--- src/tacc_pkg.sv ---
// Package for the three-alarm clock controller: event codes, view helpers,
// request, result and state types. Depends on nothing.
`default_nettype none

package tacc_pkg;

  localparam int unsigned NUM_ALARMS = 3;

  localparam logic [2:0] FN_UP_LEFT    = 3'd0;
  localparam logic [2:0] FN_UP_RIGHT   = 3'd1;
  localparam logic [2:0] FN_DOWN_LEFT  = 3'd2;
  localparam logic [2:0] FN_DOWN_RIGHT = 3'd3;
  localparam logic [2:0] FN_TICK       = 3'd4;

  localparam logic [1:0] MODE_HOME   = 2'd0;
  localparam logic [1:0] MODE_HOUR   = 2'd1;
  localparam logic [1:0] MODE_MINUTE = 2'd2;
  localparam logic [1:0] MODE_NONE   = 2'd3;

  localparam logic [4:0] HOUR_MAX   = 5'd23;
  localparam logic [5:0] MINUTE_MAX = 6'd59;
  localparam logic [4:0] HOUR_NONE  = 5'd24;
  localparam logic [3:0] VIEW_LAST  = 4'd8;

  typedef struct packed {
    logic [2:0] func;
    logic [4:0] now_hour;
    logic [5:0] now_minute;
    logic       in_foreground;
  } tacc_req_t;

  typedef struct packed {
    logic [3:0] view_state;
    logic [4:0] shown_hour;
    logic [5:0] shown_minute;
    logic       shown_enabled;
    logic       shown_ringing;
    logic       blink_phase;
    logic       start_alert;
    logic       stop_alert;
    logic       exit_request;
    logic       launch_request;
    logic       redraw;
  } tacc_res_t;

  typedef struct packed {
    logic [3:0]                 view_mode;
    logic [NUM_ALARMS-1:0][4:0] hour;
    logic [NUM_ALARMS-1:0][5:0] minute;
    logic [NUM_ALARMS-1:0]      enable;
    logic [NUM_ALARMS-1:0]      ringing;
    logic                       blink;
    logic [4:0]                 last_hour;
    logic [5:0]                 last_minute;
  } tacc_state_t;

  function automatic logic [1:0] view_alarm(input logic [3:0] view);
    logic [1:0] alarm;
    case (view)
      4'd0, 4'd1, 4'd2: alarm = 2'd0;
      4'd3, 4'd4, 4'd5: alarm = 2'd1;
      default:          alarm = 2'd2;
    endcase
    return alarm;
  endfunction

  function automatic logic [1:0] view_mode_of(input logic [3:0] view);
    logic [1:0] mode;
    case (view)
      4'd0, 4'd3, 4'd6: mode = MODE_HOME;
      4'd1, 4'd4, 4'd7: mode = MODE_HOUR;
      4'd2, 4'd5, 4'd8: mode = MODE_MINUTE;
      default:          mode = MODE_NONE;
    endcase
    return mode;
  endfunction

  function automatic logic [3:0] view_of(input logic [1:0] alarm, input logic [1:0] mode);
    return 4'({alarm, 1'b0}) + 4'(alarm) + 4'(mode);
  endfunction

endpackage

`default_nettype wire

--- src/tacc_if.sv ---
// Valid/ready channel interfaces for the request and result sides.
// Depends on tacc_pkg.
`default_nettype none

interface tacc_in_if;
  import tacc_pkg::*;

  logic      valid;
  logic      ready;
  tacc_req_t payload;

  modport source (output valid, output payload, input ready);
  modport sink (input valid, input payload, output ready);
endinterface

interface tacc_out_if;
  import tacc_pkg::*;

  logic      valid;
  logic      ready;
  tacc_res_t payload;

  modport source (output valid, output payload, input ready);
  modport sink (input valid, input payload, output ready);
endinterface

`default_nettype wire

--- src/three_alarm_clock_controller_top.sv ---
// A request waits in a request register until the result register is free, then
// its result is registered and offered. Throughput: one request per cycle while
// results are taken; one request can still be taken while a result waits.
// Reset (asynchronous, active low): all alarms cleared and disabled, view on
// alarm one home, blink clear, last seen hour set to 24 so the first tick counts.
// Depends on tacc_pkg, tacc_if and tacc_step.
`default_nettype none

module three_alarm_clock_controller_top (
  input  wire         clk_i,
  input  wire         rst_ni,
  tacc_in_if.sink     in_i,
  tacc_out_if.source  out_o
);
  import tacc_pkg::*;

  logic        in_valid_q;
  tacc_req_t   in_q;
  logic        out_valid_q;
  tacc_res_t   out_q;
  tacc_state_t state_q;
  tacc_state_t state_d;
  tacc_res_t   res_d;
  logic        advance;

  assign advance       = in_valid_q && (!out_valid_q || out_o.ready);
  assign in_i.ready    = !in_valid_q || advance;
  assign out_o.valid   = out_valid_q;
  assign out_o.payload = out_q;

  tacc_step u_step (
    .st_i  (state_q),
    .req_i (in_q),
    .nxt_o (state_d),
    .res_o (res_d)
  );

  always_ff @(posedge clk_i or negedge rst_ni) begin
    if (!rst_ni) begin
      in_valid_q <= 1'b0;
    end else if (in_i.valid && in_i.ready) begin
      in_valid_q <= 1'b1;
    end else if (advance) begin
      in_valid_q <= 1'b0;
    end
  end

  always_ff @(posedge clk_i) begin
    if (in_i.valid && in_i.ready) begin
      in_q <= in_i.payload;
    end
  end

  always_ff @(posedge clk_i or negedge rst_ni) begin
    if (!rst_ni) begin
      state_q <= '{view_mode: '0, hour: '0, minute: '0, enable: '0, ringing: '0,
                   blink: 1'b0, last_hour: HOUR_NONE, last_minute: '0};
    end else if (advance) begin
      state_q <= state_d;
    end
  end

  always_ff @(posedge clk_i or negedge rst_ni) begin
    if (!rst_ni) begin
      out_valid_q <= 1'b0;
    end else if (advance) begin
      out_valid_q <= 1'b1;
    end else if (out_o.ready) begin
      out_valid_q <= 1'b0;
    end
  end

  always_ff @(posedge clk_i) begin
    if (advance) begin
      out_q <= res_d;
    end
  end

  // A held request must survive a stalled result register.
  a_hold_request: assert property (@(posedge clk_i) disable iff (!rst_ni)
    in_valid_q && !advance |=> in_valid_q && $stable(in_q))
    else $error("held request lost while result stalled");

  a_view_range: assert property (@(posedge clk_i) disable iff (!rst_ni)
    state_q.view_mode <= VIEW_LAST)
    else $error("view left the nine valid views");

  a_start_stop: assert property (@(posedge clk_i) disable iff (!rst_ni)
    out_valid_q |-> !(out_q.start_alert && out_q.stop_alert))
    else $error("start and stop raised in one result");

  a_launch_start: assert property (@(posedge clk_i) disable iff (!rst_ni)
    out_valid_q && out_q.launch_request |-> out_q.start_alert && !out_q.redraw)
    else $error("launch without start, or with redraw");

  a_exit_home: assert property (@(posedge clk_i) disable iff (!rst_ni)
    out_valid_q && out_q.exit_request |-> out_q.view_state == 4'd0 && !out_q.redraw)
    else $error("exit raised away from alarm one home");

endmodule

`default_nettype wire

--- src/tacc_step.sv ---
// Combinational step of the controller: next alarm state and result for one
// request. Depends on tacc_pkg.
`default_nettype none

module tacc_step (
  input  tacc_pkg::tacc_state_t st_i,
  input  tacc_pkg::tacc_req_t   req_i,
  output tacc_pkg::tacc_state_t nxt_o,
  output tacc_pkg::tacc_res_t   res_o
);
  import tacc_pkg::*;

  logic [1:0] sel;
  logic [1:0] mode;
  logic [1:0] sel_after;
  logic [3:0] home_view;
  logic       editing;
  logic       fired;

  always_comb begin
    nxt_o     = st_i;
    res_o     = '0;
    sel       = view_alarm(st_i.view_mode);
    mode      = view_mode_of(st_i.view_mode);
    home_view = '0;
    editing   = 1'b0;
    fired     = 1'b0;

    if (req_i.func <= FN_DOWN_RIGHT) begin
      if (st_i.ringing[sel]) begin
        nxt_o.ringing[sel] = 1'b0;
        res_o.stop_alert   = 1'b1;
        res_o.redraw       = 1'b1;
      end else begin
        case (req_i.func)
          FN_UP_LEFT: begin
            case (mode)
              MODE_HOME: begin
                if (sel == 2'd0) begin
                  res_o.exit_request = 1'b1;
                end else begin
                  nxt_o.view_mode = view_of(sel - 2'd1, MODE_HOME);
                  res_o.redraw    = 1'b1;
                end
              end
              MODE_HOUR: begin
                nxt_o.hour[sel] = (st_i.hour[sel] == HOUR_MAX) ? 5'd0 : st_i.hour[sel] + 5'd1;
                res_o.redraw    = 1'b1;
              end
              MODE_MINUTE: begin
                nxt_o.minute[sel] = (st_i.minute[sel] == MINUTE_MAX) ? 6'd0
                                                                     : st_i.minute[sel] + 6'd1;
                res_o.redraw      = 1'b1;
              end
              default: ;
            endcase
          end
          FN_UP_RIGHT: begin
            if (mode == MODE_HOME) begin
              nxt_o.enable[sel] = ~st_i.enable[sel];
              res_o.redraw      = 1'b1;
            end
          end
          FN_DOWN_LEFT: begin
            case (mode)
              MODE_HOME: begin
                if (sel < 2'd2) begin
                  nxt_o.view_mode = view_of(sel + 2'd1, MODE_HOME);
                  res_o.redraw    = 1'b1;
                end
              end
              MODE_HOUR: begin
                nxt_o.hour[sel] = (st_i.hour[sel] == 5'd0) ? HOUR_MAX : st_i.hour[sel] - 5'd1;
                res_o.redraw    = 1'b1;
              end
              MODE_MINUTE: begin
                nxt_o.minute[sel] = (st_i.minute[sel] == 6'd0) ? MINUTE_MAX
                                                               : st_i.minute[sel] - 6'd1;
                res_o.redraw      = 1'b1;
              end
              default: ;
            endcase
          end
          default: begin
            if (mode != MODE_NONE) begin
              nxt_o.view_mode = view_of(sel, (mode == MODE_MINUTE) ? MODE_HOME : mode + 2'd1);
              res_o.redraw    = 1'b1;
            end
          end
        endcase
      end
    end else if (req_i.func == FN_TICK) begin
      if (!(st_i.last_hour == req_i.now_hour && st_i.last_minute == req_i.now_minute)) begin
        nxt_o.last_hour   = req_i.now_hour;
        nxt_o.last_minute = req_i.now_minute;
        for (int k = 0; k < NUM_ALARMS; k++) begin
          home_view = view_of(2'(k), MODE_HOME);
          editing   = req_i.in_foreground &&
                      (nxt_o.view_mode == home_view + 4'd1 ||
                       nxt_o.view_mode == home_view + 4'd2);
          if (st_i.enable[k] && !editing && st_i.hour[k] == req_i.now_hour &&
              st_i.minute[k] == req_i.now_minute) begin
            nxt_o.ringing[k] = 1'b1;
            nxt_o.view_mode  = home_view;
            fired            = 1'b1;
          end
        end
        if (fired) begin
          res_o.start_alert = 1'b1;
          if (req_i.in_foreground) begin
            res_o.redraw = 1'b1;
          end else begin
            res_o.launch_request = 1'b1;
          end
        end
      end
      if (|nxt_o.ringing) begin
        nxt_o.blink = ~st_i.blink;
        if (req_i.in_foreground) begin
          res_o.redraw = 1'b1;
        end
      end
    end

    sel_after           = view_alarm(nxt_o.view_mode);
    res_o.view_state    = nxt_o.view_mode;
    res_o.shown_hour    = nxt_o.hour[sel_after];
    res_o.shown_minute  = nxt_o.minute[sel_after];
    res_o.shown_enabled = nxt_o.enable[sel_after];
    res_o.shown_ringing = nxt_o.ringing[sel_after];
    res_o.blink_phase   = nxt_o.blink;
  end

endmodule

`default_nettype wire

--- src/flat_wrapper.sv ---
// flat-port wrapper written by rule: the top's interface ports become plain ports
module three_alarm_clock_controller_top_flat import tacc_pkg::*;
  (clk_i, rst_ni, in_i_valid, in_i_payload, in_i_ready, out_o_valid, out_o_payload, out_o_ready);
  tacc_in_if in_i_i ();
  tacc_out_if out_o_i ();
  input  wire clk_i;
  input  wire rst_ni;
  input wire logic [$bits(in_i_i.valid)-1:0] in_i_valid;
  input wire logic [$bits(in_i_i.payload)-1:0] in_i_payload;
  output wire logic [$bits(in_i_i.ready)-1:0] in_i_ready;
  output wire logic [$bits(out_o_i.valid)-1:0] out_o_valid;
  output wire logic [$bits(out_o_i.payload)-1:0] out_o_payload;
  input wire logic [$bits(out_o_i.ready)-1:0] out_o_ready;
  assign in_i_i.valid = in_i_valid;
  assign in_i_i.payload = in_i_payload;
  assign in_i_ready = in_i_i.ready;
  assign out_o_valid = out_o_i.valid;
  assign out_o_payload = out_o_i.payload;
  assign out_o_i.ready = out_o_ready;
  three_alarm_clock_controller_top u_core (.clk_i(clk_i), .rst_ni(rst_ni), .in_i(in_i_i), .out_o(out_o_i));
endmodule
--- config.mk ---
export PLATFORM = sky130hd
export DESIGN_NAME = three_alarm_clock_controller_top_flat
export DESIGN_NICKNAME = d
export VERILOG_FILES = /design/src/tacc_pkg.sv /design/src/tacc_if.sv /design/src/three_alarm_clock_controller_top.sv /design/src/tacc_step.sv /design/src/flat_wrapper.sv
export SDC_FILE = /design/constraint.sdc
export NUM_CORES = 1
export LEC_CHECK = 0
export BUFFER_PORTS_ARGS = -buffer_cell sky130_fd_sc_hd__buf_2
export CORE_MARGIN = 10
export CORE_UTILIZATION = 35
export CTS_CLUSTER_SIZE = 25
export DETAILED_ROUTE_END_ITERATION = 10
export PLACE_DENSITY = 0.59
export SLEW_MARGIN = 20
export SYNTH_ARGS = -nofsm -noshare
export SYNTH_HDL_FRONTEND = slang
export SYNTH_SLANG_ARGS = --single-unit
--- constraint.sdc ---
create_clock -name clk_i -period 4.13 [get_ports clk_i]
set_input_delay 0.413 -clock clk_i [delete_from_list [all_inputs] [get_ports clk_i]]
set_output_delay 0.413 -clock clk_i [all_outputs]
set_load 0.02 [all_outputs]
### Yosys cells after proc, flatten, opt, wreduce, memory -nomap -nowiden

Memory sizes are Yosys's and may differ from the RTL's.
Index checks and enable logic that the tools add are counted.

* flip-flop bits (word level): 95
* ROM bits: 32
* bits of input ports: 19
* logic and storage cells: 233
* memories: 1

Memories
* (name not given): depth 16, width 2, rd ports 1, clocked after Yosys merged registers in 0, write ports 0, line tacc_pkg.sv:69 `case (view)`

* add/subtract/negate cells: 11
* $lt $le $gt $ge: 5
* equality and inequality tests: 30
* multiplexer cells: 102
* bitwise logic cells: 10
* reduce and logical (&&, ||, !) cells: 45

Operator list (number)
* 2-to-1 mux 4 bit: 17
* case mux 33 bit (2 select lines): 1
* 2-to-1 mux 15 bit: 3
* 2-to-1 mux 40 bit: 1
* bitwise mux 18 bit: 2
* 2-to-1 mux 18 bit: 2
* 2-to-1 mux 36 bit: 1
* 2-to-1 mux 1 bit: 35
* bitwise mux 15 bit: 2
* 2-to-1 mux 6 bit: 5
* equality test 4 x 3 -> 1 bit, second input constant: 7
* 2-to-1 mux 5 bit: 5
* binary-select mux 6 bit (select 2 bit): 2
* equality test 6 bit: 4
* 2-to-1 mux 3 bit: 7
* binary-select mux 5 bit (select 2 bit): 2
* equality test 5 bit: 4
* OR reduction 3 bit: 6
* equality test 4 x 2 -> 1 bit, second input constant: 4
* logical AND 1 bit: 16
* adder 3 x 2 -> 4 bit: 3
* demux 6 bit (select 2 bit): 1
* 2-to-1 mux 12 bit: 1
* case mux 4 bit (3 select lines): 1
* 44 further kinds: 71

### Depth between registers and ports, before layout

* word-level depth: 39
* depth in mapped cells: 21
* depth with buffers taken out: 18

### Hierarchy

A second synthesis with hierarchy kept.

* cell total of the unflattened synthesis: 589
* area total of the unflattened synthesis: 6620.1 µm²

Modules (own cells, without submodules)
* three_alarm_clock_controller_top: instances 1, cells each 163, area an instance 3437.0 µm²
* tacc_step: instances 1, cells each 426, area an instance 3183.1 µm²

### Worst setup path before layout

OpenSTA, ideal clock, no wires.

* kind: register to register
* start point: register u_core.state_q[52] (netlist bit)
* end point: register u_core.out_q, in the netlist u_core.out_o.payload[18], data pin
* library setup time: 254 ps
* arrival: 4191 ps
* setup slack: -315 ps
* stages on the path, launching flop included: 20
* clock period less this slack: 4445 ps
* cells stage by stage: dfrtp_1 > clkbuf_1 > inv_1 > ha_1 > nor2b_1 > o31ai_1 > inv_1 > ha_1 > ha_1 > ha_1 > inv_1 > fa_1 > nor2_1 > a21oi_1 > nor2_1 > o21a_1 > a311oi_2 > o221ai_1 > clkbuf_1 > o21a_1

RTL lines
* start: declaration: line three_alarm_clock_controller_top.sv:21 `tacc_state_t state_q;`
* start signal: assignment: line three_alarm_clock_controller_top.sv:56 `state_q <= '{view_mode: '0, hour: '0, minute: '0, enable: '0, ringing: '0,`
* start signal: assignment: line three_alarm_clock_controller_top.sv:59 `state_q <= state_d;`
* end signal: assignment: line three_alarm_clock_controller_top.sv:75 `out_q <= res_d;`
* end: declaration: line three_alarm_clock_controller_top.sv:20 `tacc_res_t out_q;`

==> results_dict.tcl <==
set metrics [dict create \
    dr_total_vias 5515 \
    place_congestion 0.938 \
    synth_area_leaders "dfrtp_1 (21%), edfxtp_1 (18%), xnor2_1 (4.5%)" \
    core_mm2 0.0180 \
    ys_warn_count 0 \
    cts_buffer_depth 2 \
    cp_slowest_stage_delay_ps 500 \
    final_cell_area_mm2 0.00766 \
    wl_um 20600 \
    place.port_buffers 43 \
    cts_tree "built" \
    syn-cell-area_mm2 0.00645 \
    cts_inserted_buffers 9 \
    r2r-start "u_core.state_q[51]" \
    grt_pass1_vias 5498 \
    finalPower_mw 6.99 \
    fp.dieH_um 156 \
    hold_slack_ps 206 \
    rsz0062_at_grt "true" \
    ys_async_sr_fraction_pct 60.0 \
    fin_tns_setup_ps 0 \
    grt_max_degree 58 \
    drt_iter0_drc 583 \
    r2r_end "u_core.out_o.payload[18]" \
    grt_use_met3_pct 4.03 \
    area_growth_pct 18.7 \
    yosysMostFrequentCell "nand2_1" \
    critPathBufInv 5 \
    dr.pass1.iters 5 \
    setup.worst_path.end_class "flip-flop" \
    placed_cells 928 \
    post-dp-hpwl_um 15000 \
    hold_violations 0 \
    grtUsageTotal_pct 16.6 \
    grt.busiest_layer "met2" \
    p_leak_nw 3.07 \
    postRouteAntennaNets 0 \
    fin_nets 759 \
    r2r_setup_slack_ps 130 \
    cp_max_fo 6 \
    reg2reg_depth 18 \
    synth-edff-count 38 \
    globalRouteOverflowTotal 0 \
    drv_slew 0 \
    finalWorstSetupSlack_ps 133 \
    via_per_inst 5.77 \
    rows 49 \
    arrival_ps 4110 \
    drive_gt1_share_pct 25.0 \
    hold_class "input pin to asynchronous set/reset pin" \
    cts.htree.levels 3 \
    path_clk_slew_ps 70 \
    crit_path_cell_trace "ha_2, buf_4, a211oi_4, buf_6, ha_1, ha_2, ha_4, inv_2, fa_1, nor2_1, a21oi_1, nor2_1, o21a_1, a311oi_4, buf_4, o221ai_4, clkbuf_16, o21a_1" \
    grt_pass1_wl_um 31700 \
    ys_ff_latch 95 \
    syn-num-nets 700 \
    maxSlewHeadroom_pct 45.0 \
    grt_use_met1_pct 21.9 \
    setup_violations 0 \
    antenna_cells 0 \
    root_buffer "clkbuf_16" \
    outcome "finished clean" \
    irDropWorstVdd_v 0.000475 \
    synth_area_leader_cell "dfrtp_1" \
    path_class "flip-flop to flip-flop" \
    min_period_over_period_pct 96.8 \
    die_width_um 156 \
    synthTopCellsByCount "nand2_1 (56), dfrtp_1 (55), o21ai_0 (42)" \
    power_density_mw_per_mm2 913 \
    ioPinCount 44 \
    placed_cell_area_mm2 0.00709 \
    die_area_mm2 0.0243 \
    syn-instance-count 663 \
    initial_core_util_pct 35.8 \
    clkLatencyLatePin_ps 360 \
    synthFlopType "dfrtp_1" \
    drc_errors 0 \
    holdBufCountCts 0 \
    utilization_pct 42.5 \
    startpoint_type "flip-flop" \
    synth_top_area_share_pct 21.3 \
    cp_slowest_cell "fa_1" \
    routedWlPerCell_um 21.5 \
    worstMarginPinSlew_ps 825 \
    fmax_mhz 250 \
    required_ps 4250 \
    pre_cts_ws_ps -114 \
    antenna_found_initial 0 \
    synth_cell_types 89 \
    avgSynthCellArea_um2 9.73 \
    post-route-min-period_ps 4000 \
    yosysSeqAreaShare_pct 39.9 \
    grtUsageMet2_pct 26.5 \
    maxCapViolCount 0 \
    skew_ps 8.40 \
    cts_sinks 95 \
    final_cells 956 \
    cp_top_family "compound AO/OA/AOI/OAI gates" \
]
## repair_timing
action,4_1_cts,5_1_grt
hold endpoints to repair,0,0
cloned,0,2
pin swaps,0,12
setup buffers,1,9
endpoints found under the setup margin,12,13
resized for setup,0,25
## worst max path at each step
stage	start	to	slack, ps	depth (start not counted)
after floorplan	u_core.state_q[52]	u_core.out_o.payload[13]	20	20
after global placement	u_core.state_q[52]	u_core.out_o.payload[12]	-5	18
after detailed placement	u_core.state_q[52]	u_core.out_o.payload[8]	-110	16
after CTS	u_core.state_q[52]	u_core.out_o.payload[13]	20	19
after global routing	u_core.state_q[51]	u_core.out_o.payload[12]	-60	20
final	u_core.state_q[51]	u_core.out_o.payload[18]	130	18
## placed cells by master (no fill, tap or decap), types with 4 or more instances in the layout
cell type / instances
clkbuf_16: 12
xor2_1: 20
nor2_1: 31
o21a_1: 8
a31oi_1: 9
nand4_1: 18
nand2_1: 56
nor3b_1: 5
nor4_1: 9
nand2b_1: 9
inv_2: 4
buf_2: 43
nor3_1: 12
mux2_1: 7
o21ai_1: 8
nor2b_1: 5
mux2i_1: 22
mux2_2: 22
a22oi_1: 6
o221a_2: 4
o221ai_1: 4
dfrtp_1: 52
o21ai_0: 41
nand3_1: 15
o211ai_1: 8
a211oi_1: 4
ha_1: 11
buf_4: 45
or3_1: 15
or2_2: 4
inv_1: 25
edfxtp_1: 38
xnor2_1: 33
a21oi_1: 19
## power breakdown
group,leakage [nW],total (mW),internal [mW],switching [mW]
combinational,1.80,4.52,1.92,2.60
clock,0.157,0.899,0.512,0.386
sequential,1.11,1.58,1.28,0.296
## area by class of cell
cell class / instances / area [µm²]
Timing Repair Buffer: 94 / 674
Fill cell: 1747 / 10400
Tap cell: 229 / 287
Clock buffer: 11 / 254
Sequential cell: 95 / 2570
Clock inverter: 5 / 63.8
Multi-Input combinational cell: 490 / 3680
Inverter: 32 / 125
## metal layers
metal  up-vias  share of wire, %
met4         0               2.6
li1       2573                 -
met3        40               8.0
met5         -                 0
met2       235                46
met1      2667                43
## kinds of logic after synthesis
family / after synthesis / synth area share [%]
and+or+nand+nor: 200 / 16.2
AOI/OAI and AO/OA: 165 / 18.8
DFF: 95 / 39.9
buffers and inverters: 78 / 5.04
muxes: 54 / 9.29
xor gates and xnor gates: 53 / 7.20
adders and majority gates: 18 / 3.61
## state kept, by name (all words and copies together) (netlist names)
name                  flops
u_core.in_q              15
u_core.state_q           55
u_core.out_o.valid        1
u_core.out_o.payload     23
u_core.in_valid_q         1
Power figures use the tool's default switching activity.
